--- config.mk ---
export PLATFORM = sky130hd
export DESIGN_NAME = fct_mac
export DESIGN_NICKNAME = d
export VERILOG_FILES = /design/src/sv/fct_pkg.sv /design/src/sv/fct_mac.sv
export SDC_FILE = /design/constraint.sdc
export NUM_CORES = 2
export LEC_CHECK = 0
export BUFFER_PORTS_ARGS = -buffer_cell sky130_fd_sc_hd__buf_2
export CAP_MARGIN = 20
export CORE_MARGIN = 4
export CORE_UTILIZATION = 50
export DETAILED_ROUTE_END_ITERATION = 16
export PLACE_DENSITY = 0.69
export SYNTH_ARGS = -nofsm -noshare
export SYNTH_HDL_FRONTEND = slang
export SYNTH_SLANG_ARGS = --single-unit
--- constraint.sdc ---
create_clock -name i_clk -period 13.9 [get_ports i_clk]
set_input_delay 3.475 -clock i_clk [delete_from_list [all_inputs] [get_ports i_clk]]
set_output_delay 3.475 -clock i_clk [all_outputs]
set_load 0.01 [all_outputs]
--- src/sv/fct_pkg.sv ---
package fct_pkg;

    localparam int NUM_PLANES_DEF  = 6;
    localparam int COORD_WIDTH_DEF = 32;

    // Fixed widths of the item fields.
    localparam int FIELD_W = 32;
    localparam int OP_W    = 3;
    localparam int IDX_W   = 3;

    // Fraction bits of the Q16.16 values.
    localparam int FRAC_W = 16;

    typedef enum logic [OP_W-1:0] {
        OP_LOAD   = 3'd0,
        OP_POINT  = 3'd1,
        OP_SPHERE = 3'd2,
        OP_CUBE   = 3'd3,
        OP_BOXC   = 3'd4,
        OP_BOXM   = 3'd5
    } t_op;

    // Step counter of the per-plane schedule.
    localparam int STEP_W = 3;
    localparam logic [STEP_W-1:0] STEP_MUL_FIRST = 3'd1;
    localparam logic [STEP_W-1:0] STEP_ACC_CLR   = 3'd2;
    localparam logic [STEP_W-1:0] STEP_D         = 3'd4;
    localparam logic [STEP_W-1:0] STEP_ACC_LAST  = 3'd5;
    localparam logic [STEP_W-1:0] STEP_EVAL      = 3'd6;
    localparam logic [STEP_W-1:0] STEP_LOAD_LAST = 3'd3;

    typedef struct packed {
        logic mul_en;
        logic d_term;
        logic acc_clr;
        logic acc_add;
    } t_mac_ctrl;

    typedef struct packed {
        logic neg;
        logic zero;
    } t_acc_sign;

endpackage

--- src/sv/fct_mac.sv ---
module fct_mac #(
    parameter int COORD_WIDTH = fct_pkg::COORD_WIDTH_DEF
) (
    input  logic                          i_clk,
    input  fct_pkg::t_mac_ctrl            i_ctrl,
    input  logic signed [COORD_WIDTH-1:0] i_coef,
    input  logic signed [COORD_WIDTH:0]   i_lo,
    input  logic signed [COORD_WIDTH:0]   i_hi,
    input  logic                          i_hi_ge,
    input  logic signed [COORD_WIDTH-1:0] i_extra,
    output fct_pkg::t_acc_sign            o_sign
);

    localparam int CW     = COORD_WIDTH;
    localparam int PROD_W = 2 * CW + 1;
    localparam int ACC_W  = 2 * CW + 3;

    logic signed [CW:0]         coord;
    logic signed [CW:0]         dsum;
    logic signed [PROD_W-1:0]   mul;
    logic signed [PROD_W-1:0]   dterm;
    logic signed [PROD_W-1:0]   r_prod;
    logic signed [PROD_W-1:0]   n_prod;
    logic signed [ACC_W-1:0]    r_acc;
    logic signed [ACC_W-1:0]    n_acc;

    // The corner that makes this term largest: the larger coordinate for a
    // non-negative coefficient, the smaller one otherwise.
    assign coord = ((!i_coef[CW-1]) == i_hi_ge) ? i_hi : i_lo;
    assign dsum  = {i_coef[CW-1], i_coef} + {i_extra[CW-1], i_extra};
    assign mul   = PROD_W'(i_coef) * PROD_W'(coord);
    assign dterm = PROD_W'($signed({dsum, {fct_pkg::FRAC_W{1'b0}}}));

    always_comb begin
        n_prod = r_prod;
        n_acc  = r_acc;
        if (i_ctrl.mul_en) begin
            n_prod = i_ctrl.d_term ? dterm : mul;
        end
        if (i_ctrl.acc_clr) begin
            n_acc = ACC_W'(r_prod);
        end else if (i_ctrl.acc_add) begin
            n_acc = r_acc + ACC_W'(r_prod);
        end
    end

    always_ff @(posedge i_clk) begin
        r_prod <= n_prod;
        r_acc  <= n_acc;
    end

    assign o_sign.neg  = r_acc[ACC_W-1];
    assign o_sign.zero = (r_acc == '0);

endmodule

==> flow_summary.toml <==
[clocking]
h-tree-depth = 4
cts_buffers = 17
cts_setup_buffers = 0
clkTransAtPathRegs_ps = 60
clock-sinks = 132
cts_repair_resize_count = 0
ctsRootBufferMaster = "clkbuf_16"
postCtsHoldBufs = 0
clk_latency_ps = 440
clk_path_buf_depth = 2
cts_tree = "built"

[sta]
worstMarginPinSlew_ps = 1090
hold_viol = 0
skew_ps = 11.01
period_minus_slack_ps = 12340
tns_ps = 0
fin_crit_sh_pct = 88.80
max_freq_mhz = 81.01
rsz0062_at_grt = "no"
holdWs_ps = 563.4
max_slew_margin_pct = 27.35
setup_viol = 0
slew_violations = 0

[setup_path]
worstSetupStartpointType = "input port"
critPathMostFrequentCell = "fa_1"
cp_num_buf_inv = 6
regToRegStartpoint = "r_acc[15]"
worst-path-stages = 28
r2r-end = "r_acc[60]"
worst_ep_arrival_time_ps = 12650
r2r_slack_ps = 9990
crit_fanout = 36
critical_path.max_stage_delay_ps = 660
crit_type = "in2reg"
path_delay_family = "adder cells"
crit_required_ps = 14210
endpoint_kind = "flop"
crit_slowest_cell = "mux2_2"
rr_worst_depth = 11

[routing]
dr.first_iter.drc_count = 2555
antenna_left = 0
dr.pass1.iters = 5
routed_wl_microns = 138400
drc_errors = 0
wl_per_cell_microns = 21.63
viasPerCell = 5.664
num_vias = 36246

[floorplan]
fp.dieH_microns = 318.5
rows = 113
die_w_microns = 318.5
io_pins = 138
core_sq_um = 95290
start_util_pct = 50.59
die_area_sq_um = 101400

[global_routing]
grt-ovfl-total = 0
grt.total_usage_pct = 28.03
grt_max_degree = 85
grt_first_pass_wirelength_microns = 220900
grt_pass1_vias = 39790
grt_antenna_before_repair = 8

[finish]
nets = 6654
syn_to_final_growth_pct = 4.633
layout-drive-gt1-share_pct = 5.377
n_fill_cell = 8781

[yosys]
postSynthAreaPerCell_sq_um = 9.299
synth_area_leaders = "fa_1, edfxtp_1, inv_1"
yosys.area.top_type = "fa_1"
synth_top_area_share_pct = 46.26
async_flop_share_pct = 0
yosys-top-cells-count = "fa_1, inv_1, nand2_1, and2_1, ha_1"
synth_ff_type = "edfxtp_1"
syn-cell-area_sq_um = 48200
synth.most_common_cell = "fa_1"
synthesis.nets = 6718
yosysSeqAreaShare_pct = 8.223
synth_cell_types = 85
ys_ff_latch = 132
yosys_warnings = 0
synth_edf_count = 132
netlist_instances = 5184

[place]
dp_hpwl_microns = 108300
io_buffer_count = 137
place.gp.congestion = 0.9346

[min_path]
min_to = "r_acc[47]"
hold_path.class = "reg2reg"
hp-start = "r_prod[47]"
hold_path_depth = 2

[run_status]
outcome = "finished, final reports clean"

[flow_run]
timing.max_cap.violations = 0
==> registers in the layout, summed over array words and instances, names as in the netlist <==
name    cells
r_prod     65
r_acc      67
==> through the flow <==
step | util, % | std cells | area [sq um] | setup WS [ps]
4_1_cts | 52.93 | 6398 | 50440 | 1680
2_1_floorplan | - | 5184 | 48210 | 1792
3_3_place_gp | 52.29 | 6366 | 49830 | 1335
5_1_grt | 52.93 | 6398 | 50440 | 1094
3_5_place_dp | 52.29 | 6366 | 49830 | 1227
6_report | 52.93 | 6399 | 50440 | 1556
==> layout make-up <==
cell class | instances | area (sq um) | area share, %
Clock buffer | 17 | 425.4 | 0.8434
Antenna cell | 1 | 2.502 | 0.004961
Inverter | 1011 | 3795 | 7.524
Tap cell | 1265 | 1583 | 3.138
Clock inverter | 15 | 177.7 | 0.3523
Multi-Input combinational cell | 3778 | 39470 | 78.25
Sequential cell | 132 | 3964 | 7.859
Timing Repair Buffer | 180 | 1023 | 2.029
==> worst max path at each step <==
stage	startpoint	end	slack [ps]
6_report	i_hi_ge	r_prod[61]	1560
5_1_grt	i_hi_ge	r_prod[61]	1090
4_1_cts	i_hi_ge	r_prod[61]	1680
3_5_place_dp	i_hi_ge	r_prod[61]	1230
3_3_place_gp	i_hi_ge	r_prod[61]	1340
2_1_floorplan	i_coef[31]	r_prod[62]	1790
==> cell families after synthesis <==
| group | synth area share [%] |
|---|---|
| buffers and inverters | 9.941 |
| xor gates and xnor gates | 2.707 |
| muxes | 1.049 |
| AOI/OAI and AO/OA | 8.355 |
| DFF | 8.223 |
| and+or+nand+nor | 16.09 |
| adders and majority gates | 53.64 |
==> layer usage <==
metal	vias up	GRT usage, %	routed length (microns)
met5	-	0	26
met4	4	14.12	8296
met3	414	3.648	8528
met2	1412	48.52	68360
met1	18638	34.62	53190
li1	15778	-	-
==> cell usage in the layout (no fill, tap or decap), types with 10 or more instances in the layout <==
| cell type | netlist | final |
|---|---|---|
| xor2_1 | 70 | 69 |
| o21a_1 | 20 | 20 |
| nor2_1 | 141 | 141 |
| nand4_1 | 23 | 23 |
| inv_1 | 1009 | 1009 |
| nand2b_1 | 15 | 15 |
| o211ai_1 | 16 | 16 |
| a211oi_1 | 10 | 10 |
| nor3_1 | 22 | 22 |
| nand2_1 | 663 | 663 |
| clkbuf_16 | 0 | 17 |
| nor4_1 | 27 | 27 |
| a21o_1 | 90 | 90 |
| mux2_2 | 36 | 36 |
| o31ai_1 | 11 | 11 |
| o21ai_0 | 163 | 163 |
| and2_1 | 538 | 538 |
| fa_1 | 1114 | 1114 |
| edfxtp_1 | 132 | 132 |
| mux2i_1 | 10 | 10 |
| buf_4 | 1 | 43 |
| a31oi_1 | 15 | 15 |
| nand3_1 | 35 | 35 |
| ha_1 | 284 | 284 |
| buf_2 | 5 | 136 |
| nor2b_1 | 22 | 22 |
| and3_1 | 28 | 28 |
| xnor2_1 | 79 | 79 |
| o21bai_1 | 26 | 26 |
| a21oi_1 | 167 | 167 |
==> worst reg2reg max path, stage by stage, from the launching register on <==
cell and delay (ps):
edfxtp_1 510, ha_1 420, a21oi_1 370, nand2_1 90, a211o_1 300, o211ai_1 330
nand4bb_1 290, a211oi_1 470, o311a_1 310, a31oi_1 140, xor2_1 170, mux2_2 260
Power is left out: the tool's default activity adds up to more than one toggle a clock period on the data nets, which glitch-free logic cannot reach.
