`src/sv/fct_pkg.sv`:
```
package fct_pkg;

    localparam int NUM_PLANES_DEF  = 6;
    localparam int COORD_WIDTH_DEF = 32;

    // Fixed widths of the item fields.
    localparam int FIELD_W = 32;
    localparam int OP_W    = 3;
    localparam int IDX_W   = 3;

    // Fraction bits of the Q16.16 values.
    localparam int FRAC_W = 16;

    typedef enum logic [OP_W-1:0] {
        OP_LOAD   = 3'd0,
        OP_POINT  = 3'd1,
        OP_SPHERE = 3'd2,
        OP_CUBE   = 3'd3,
        OP_BOXC   = 3'd4,
        OP_BOXM   = 3'd5
    } t_op;

    // Step counter of the per-plane schedule.
    localparam int STEP_W = 3;
    localparam logic [STEP_W-1:0] STEP_MUL_FIRST = 3'd1;
    localparam logic [STEP_W-1:0] STEP_ACC_CLR   = 3'd2;
    localparam logic [STEP_W-1:0] STEP_D         = 3'd4;
    localparam logic [STEP_W-1:0] STEP_ACC_LAST  = 3'd5;
    localparam logic [STEP_W-1:0] STEP_EVAL      = 3'd6;
    localparam logic [STEP_W-1:0] STEP_LOAD_LAST = 3'd3;

    typedef struct packed {
        logic mul_en;
        logic d_term;
        logic acc_clr;
        logic acc_add;
    } t_mac_ctrl;

    typedef struct packed {
        logic neg;
        logic zero;
    } t_acc_sign;

endpackage

```
`src/sv/fct_plane_mem.sv`:
```
module fct_plane_mem #(
    parameter int COORD_WIDTH = fct_pkg::COORD_WIDTH_DEF,
    parameter int DEPTH = 4 * fct_pkg::NUM_PLANES_DEF,
    localparam int ADDR_W = $clog2(DEPTH)
) (
    input  logic                          i_clk,
    input  logic                          i_we,
    input  logic [ADDR_W-1:0]             i_waddr,
    input  logic signed [COORD_WIDTH-1:0] i_wdata,
    input  logic [ADDR_W-1:0]             i_raddr,
    output logic signed [COORD_WIDTH-1:0] o_rdata
);

    logic signed [COORD_WIDTH-1:0] r_mem [DEPTH];
    logic signed [COORD_WIDTH-1:0] r_rdata;

    always_ff @(posedge i_clk) begin
        if (i_we) begin
            r_mem[i_waddr] <= i_wdata;
        end
        r_rdata <= r_mem[i_raddr];
    end

    assign o_rdata = r_rdata;

endmodule

```
`config.mk`:
```
export PLATFORM = sky130hd
export DESIGN_NAME = fct_plane_mem
export DESIGN_NICKNAME = d
export VERILOG_FILES = /design/src/sv/fct_pkg.sv /design/src/sv/fct_plane_mem.sv
export SDC_FILE = /design/constraint.sdc
export NUM_CORES = 1
export LEC_CHECK = 0
export ABC_CLOCK_PERIOD_IN_PS = 3200
export BUFFER_PORTS_ARGS = -buffer_cell sky130_fd_sc_hd__buf_4
export CAP_MARGIN = 20
export CORE_MARGIN = 5
export CORE_UTILIZATION = 35
export DETAILED_ROUTE_END_ITERATION = 7
export GPL_TIMING_DRIVEN = 0
export PLACE_DENSITY = 0.61
export SETUP_SLACK_MARGIN = 0.15
export SYNTH_ARGS = -nofsm -noshare
export SYNTH_HDL_FRONTEND = slang
export SYNTH_SLANG_ARGS = --single-unit
```
`constraint.sdc`:
```
create_clock -name i_clk -period 3.2 [get_ports i_clk]
set_input_delay 0.16 -clock i_clk [delete_from_list [all_inputs] [get_ports i_clk]]
set_output_delay 0.16 -clock i_clk [all_outputs]
set_load 0.01 [all_outputs]
```
==> results of run 1 <==
-- area by class of cell --
| cell class | instances | area share [%] |
|---|---|---|
| sequential | 800 | 65.90 |
| multi-input combinational | 659 | 17.53 |
| clock buffer | 113 | 6.515 |
| tap | 1144 | 3.980 |
| timing repair buffer | 128 | 3.833 |
| buffer | 83 | 1.252 |
| clock inverter | 41 | 0.9775 |
| inverter | 1 | 0.01044 |
-- timing repair --
item,4_1_cts,5_1_grt
endpoints found under the setup margin,0,0
endpoints found under the hold margin,768,0
hold buffers,32,0
-- registers in the layout (all words and copies together), names as in the netlist --
register	flops
o_rdata	32
r_mem	768
-- power groups by stage --
stage	Clock, W	Combinational [W]	Sequential [W]
2_1_floorplan	0	0.000576	0.0119
4_1_cts	0.00962	0.00122	0.0117
3_5_place_dp	0	0.00118	0.0119
3_3_place_gp	0	0.00112	0.0119
6_report	0.00941	0.00119	0.0117
5_1_grt	0.0101	0.00128	0.0117
-- layer usage --
metal	track usage [%]	part of all wire [%]	vias to the layer above
li1	-	-	6685
met1	21.05	43	7916
met2	25.63	49	469
met3	2.728	5.7	119
met4	4.518	2.7	2
met5	0	0.011	-
-- stage by stage --
stage | setup slack [ns] | instances | power (W) | hold WS (ns)
2_1_floorplan | 0.6338 | 1543 | 0.01250 | 0.2589
3_3_place_gp | -1.368 | 2759 | 0.01302 | 0.5016
3_5_place_dp | 0.4154 | 2783 | 0.01308 | 0.5172
4_1_cts | 1.061 | 2969 | 0.02251 | 0.07589
5_1_grt | 1.063 | 2969 | 0.02302 | 0.1074
6_report | 1.070 | 2969 | 0.02229 | 0.07204
-- cells by family after synthesis --
kind of cell    Yosys count  share of synthesized area [%]
simple gates            223                          3.388
buf+inv                  84                          1.500
compound gates           96                          2.330
mux                     340                          14.51
flops                   800                          78.27
-- worst max-delay path, cell delays in order --
cell and delay [ns]:
buf_2 0.16, buf_2 0.27, nor2_2 0.63, clkbuf_1 0.65, a221oi_1 0.18, o21ai_0 0.26
nand3_1 0.25
-- how the worst min path moves through the flow --
stage / to / cells past startpoint / start / slack (ns)
after floorplan: r_mem[0][0]$_DFFE_PP_ / 0 / i_wdata[0] / 0.26
after global placement: r_mem[23][30]$_DFFE_PP_ / 1 / i_wdata[30] / 0.50
after detailed placement: r_mem[22][29]$_DFFE_PP_ / 1 / i_wdata[29] / 0.52
after CTS: o_rdata[31]$_DFF_P_ / 4 / i_raddr[3] / 0.08
after global routing: o_rdata[31]$_DFF_P_ / 4 / i_raddr[3] / 0.11
final: o_rdata[31]$_DFF_P_ / 4 / i_raddr[3] / 0.07
-- layout by cell type, fill, tap and decap left out, types with 2 or more instances in the layout --
cell / count
clkinvlp_4: 3
edfxtp_1: 768
mux4_2: 76
buf_4: 85
clkbuf_8: 9
a22oi_1: 72
o21ai_0: 12
or3b_2: 2
clkinv_1: 16
clkinv_2: 13
clkbuf_16: 86
inv_6: 2
nand2_1: 98
buf_1: 6
buf_2: 18
nor2_1: 3
clkbuf_1: 55
nand4_1: 32
dfxtp_1: 32
buf_6: 9
a221oi_1: 12
mux2_2: 32
dlygate4sd3_1: 32
nand3_1: 53
buf_16: 5
bufinv_16: 5
nand3b_1: 4
mux2i_1: 232
nor2b_1: 3
nor2_4: 24
buf_12: 19
==> impl_metrics.tcl, run 1 <==
set metrics [dict create \
    multi_input_area_um2 6306 \
    start_util_pct 35.40 \
    yosysWarningCount 0 \
    layout-drive-gt1-share_pct 21.48 \
    endpoint_kind "register" \
    rsz0062_at_grt "false" \
    cp.arrival_ns 2.57 \
    skew_ns 0.01791 \
    rows 107 \
    drtAntennaViolNets 0 \
    drv_slew 0 \
    synth_nets 1587 \
    synthesis.area_um2 30280 \
    r2r_cells 3 \
    cp-start-kind "input pin" \
    syn_inst 1543 \
    placedInstanceArea_um2 32950 \
    grt_antenna_before_repair 1 \
    crit_start "i_raddr[2]" \
    synth_common_cells "edfxtp_1 (768), mux2i_1 (232), nand2_1 (98), mux4_2 (76), a22oi_1 (72)" \
    seqPwrFrac_pct 52.4 \
    wl_per_cell_um 24.58 \
    cts_tree "done" \
    die_width_um 304.1 \
    dpl.hpwl_mm 48.21 \
    yosys-top-cells-area "edfxtp_1 (76%), mux2i_1 (7.7%), mux4_2 (5.7%), dfxtp_1 (2.1%), a22oi_1 (1.8%)" \
    grt_pass1_vias 15870 \
    finalInstanceArea_um2 35970 \
    fin_tns_setup_ns 0 \
    switching_share_pct 20.84 \
    tightest_slew_ns 1.079 \
    hp-class "in2reg" \
    switchingPower_w 0.004644 \
    p_comb_share_pct 5.3 \
    crit_fanout 10 \
    fin_util_pct 42.04 \
    die_area_um2 92500 \
    first_pass_iters 5 \
    worstReg2RegEnd "o_rdata[4]$_DFF_P_" \
    nFillCells 7387 \
    numCtsBuffers 83 \
    ioPinCount 76 \
    diodes 0 \
    ctsResizeCount 0 \
    cts_htree_levels 3 \
    ys_seq_elements 800 \
    clkSlewWorstSetupHoldPaths_ns 0.06 \
    r2r_start "r_mem[15][4]$_DFFE_PP_" \
    num_vias 15190 \
    cap_violations 0 \
    io_buffers 72 \
    drt_iter0_markers 1229 \
    yosysTopAreaCell "edfxtp_1" \
    clk_latency_ns 0.62 \
    cts_root_buffer "clkbuf_16" \
    async_reset_ff_share_pct 0 \
    synth_seq_area_share_pct 78.27 \
    grt_max_degree 25 \
    grt_pass1_wl_mm 106.2 \
    post-cts-setup-buffers 0 \
    register_area_um2 23700 \
    reg2reg_slack_ns 1.45 \
    cp.required_ns 3.64 \
    clockPowerShare_pct 42.2 \
    finalHoldViolations 0 \
    power_density_nw_per_um2 619.6 \
    path_class "in2reg" \
    fin_nets 1800 \
    cp-endpoint "o_rdata[8]$_DFF_P_" \
    synthDistinctLibCells 25 \
    drc 0 \
    die_y_um 304.1 \
    intPower_w 0.01764 \
    period_share_pct 66.56 \
    synth.most_common_cell "edfxtp_1" \
    syn_to_final_growth_pct 18.77 \
    avgSynthCellArea_um2 19.63 \
    overflow 0 \
    ir_drop_mv 0.4068 \
    totalWireLength_mm 72.97 \
    synth_top_area_share_pct 76.16 \
    outcome "complete, no violations" \
    core-area_um2 85550 \
    max-slew-margin-rel_pct 28.09 \
    synth_edf_count 768 \
    grtUsageTotal_pct 15.44 \
    period_minus_slack_ns 2.130 \
    via_per_inst 5.117 \
    max_freq_ghz 0.4695 \
    finalSetupViolCount 0 \
    cts_sinks 800 \
    p_leak_nw 11.96 \
    clk_path_buf_depth 3 \
    gp_congestion 0.7569 \
    ys.flop_type "edfxtp_1" \
]
(Power assumes the default switching activity.)
==> run 2: changes to the inputs <==
--- a/config.mk
+++ b/config.mk
@@ -5,14 +5,14 @@
 export SDC_FILE = /design/constraint.sdc
 export NUM_CORES = 1
 export LEC_CHECK = 0
-export ABC_CLOCK_PERIOD_IN_PS = 3200
+export ABC_CLOCK_PERIOD_IN_PS = 1900
 export BUFFER_PORTS_ARGS = -buffer_cell sky130_fd_sc_hd__buf_4
 export CAP_MARGIN = 20
 export CORE_MARGIN = 5
 export CORE_UTILIZATION = 35
 export DETAILED_ROUTE_END_ITERATION = 7
 export GPL_TIMING_DRIVEN = 0
-export PLACE_DENSITY = 0.61
+export PLACE_DENSITY = 0.62
 export SETUP_SLACK_MARGIN = 0.15
 export SYNTH_ARGS = -nofsm -noshare
 export SYNTH_HDL_FRONTEND = slang
==> constraint.sdc (replaced) <==
create_clock -name i_clk -period 1.9 [get_ports i_clk]
set_input_delay 0.095 -clock i_clk [delete_from_list [all_inputs] [get_ports i_clk]]
set_output_delay 0.095 -clock i_clk [all_outputs]
set_load 0.01 [all_outputs]
==> impl_metrics.tcl, run 2 (synthesis results as in run 1) <==
set metrics [dict create \
    drt_iter0_markers 1444 \
    worstReg2RegEnd "o_rdata[4]$_DFF_P_" \
    clkSlewWorstSetupHoldPaths_ns 0.06 \
    r2r_start "r_mem[15][4]$_DFFE_PP_" \
    switchingPower_w 0.007819 \
    grt_antenna_before_repair 1 \
    cp.required_ns 2.39 \
    reg2reg_slack_ns 0.21 \
    num_vias 14970 \
    clockPowerShare_pct 42.3 \
    gp_congestion 0.7533 \
    min_to "o_rdata[31]$_DFF_P_" \
    post-cts-setup-buffers 0 \
    largest_register_ff_count 768 \
    grt_pass1_wl_mm 104.2 \
    cts_root_buffer "clkbuf_16" \
    syn_to_final_growth_pct 18.68 \
    rsz0062_at_grt "false" \
    die_area_um2 92500 \
    io_buffers 72 \
    hp-class "in2reg" \
    cts_htree_levels 3 \
    cap_violations 0 \
    hold_ws_ns 0.01271 \
    totalWireLength_mm 71.92 \
    rows 107 \
    power_density_nw_per_um2 1045 \
    placedInstanceArea_um2 32950 \
    numCtsBuffers 82 \
    final.setup.worst_slack_ns 0.1779 \
    cts_sinks 800 \
    dpl.hpwl_mm 48.08 \
    finalHoldViolations 0 \
    wl_per_cell_um 24.28 \
    core-area_um2 85550 \
    switching_share_pct 20.82 \
    overflow 0 \
    period_minus_slack_ns 1.722 \
    cp.arrival_ns 2.21 \
    crit_fanout 10 \
    drtAntennaViolNets 0 \
    outcome "complete, no violations" \
    clk_path_buf_depth 3 \
    place_worst_setup_slack_ns -0.7665 \
    max_freq_ghz 0.5807 \
    skew_ns 0.02088 \
    period_share_pct 90.63 \
    path_class "in2reg" \
    die_width_um 304.1 \
    first_pass_iters 4 \
    crit_start "i_raddr[2]" \
    hold_depth 3 \
    fin_nets 1799 \
    p_comb_share_pct 5.3 \
    layout_commonest_cell "edfxtp_1" \
    drv_slew 0 \
    grtUsageTotal_pct 15.16 \
    finalSetupViolCount 0 \
    diodes 0 \
    fin_tns_setup_ns 0 \
    ioPinCount 76 \
    cts_tree "done" \
    endpoint_kind "register" \
    finalInstanceArea_um2 35940 \
    via_per_inst 5.054 \
    max_flop_register "r_mem" \
    die_y_um 304.1 \
    placed_cells 2783 \
    grt_pass1_vias 15570 \
    layout-drive-gt1-share_pct 21.67 \
    clk_latency_ns 0.63 \
    final_cell_count_no_fill 2962 \
    cp-start-kind "input pin" \
    ir_drop_mv 0.5579 \
    layout_common_cells "edfxtp_1 (768), mux2i_1 (232), nand2_1 (98), buf_4 (85), clkbuf_16 (85)" \
    tightest_slew_ns 0.9986 \
    drc 0 \
    holdCritStartpoint "i_raddr[4]" \
    max-slew-margin-rel_pct 33.43 \
    seqPwrFrac_pct 52.4 \
    r2r_cells 3 \
    intPower_w 0.02974 \
    start_util_pct 35.40 \
    p_leak_nw 11.96 \
    grt_max_degree 26 \
]
## run 2: power by group through the flow
stage	sequential (W)	clock, W	combinational [W]
CTS	0.0197	0.0162	0.00205
detailed placement	0.0200	0	0.00198
global route	0.0197	0.0170	0.00215
finish	0.0197	0.0159	0.00200
floorplan	0.0201	0	0.000979
global placement	0.0200	0	0.00189
## run 2: cell type report
| type | count | area (um2) |
|---|---|---|
| sequential | 800 | 23700 |
| clock buffer | 104 | 2218 |
| inverter | 1 | 3.754 |
| multi-input combinational | 659 | 6306 |
| clock inverter | 43 | 447.9 |
| fill | 7445 | 49610 |
| timing repair buffer | 128 | 1371 |
| buffer | 83 | 457.9 |
| tap | 1144 | 1431 |
## run 2: what timing repair did
action,CTS,global route
hold endpoints to repair,768,0
endpoints found under the setup margin,9,8
hold buffers,32,0
gates resized for setup,3,4
## run 2: worst max path at each step
stage                                    endpoint  slack, ns  cells past startpoint
after floorplan            r_mem[22][0]$_DFFE_PP_      -0.29                      2
after global placement    r_mem[21][27]$_DFFE_PP_      -2.33                      3
after detailed placement       o_rdata[4]$_DFF_P_      -0.77                      6
after CTS                      o_rdata[8]$_DFF_P_       0.14                      7
after global routing          o_rdata[18]$_DFF_P_       0.15                      7
final                         o_rdata[18]$_DFF_P_       0.18                      7
## run 2: critical path, cell delays in order
cell and delay, ns:
buf_2 0.25, nor2b_1 0.17, clkbuf_1 0.46, buf_1 0.71, a22oi_1 0.16, nand3_1 0.23, nand3_1 0.13
## run 2: stage by stage
step	util, %	power, W
3_5_place_dp	38.51	0.02202
4_1_cts	42.01	0.03795
5_1_grt	42.01	0.03879
3_3_place_gp	37.78	0.02193
6_report	42.01	0.03756
2_1_floorplan	-	0.02106
## run 2: per-layer routing
layer  global-route usage [%]  wire (um)  part of all wire, %
met1                    19.76      29900                   42
met2                    26.76      37020                   51
met3                    2.290       3696                  5.1
met4                    3.889       1307                  1.8
met5                        0          0                    0
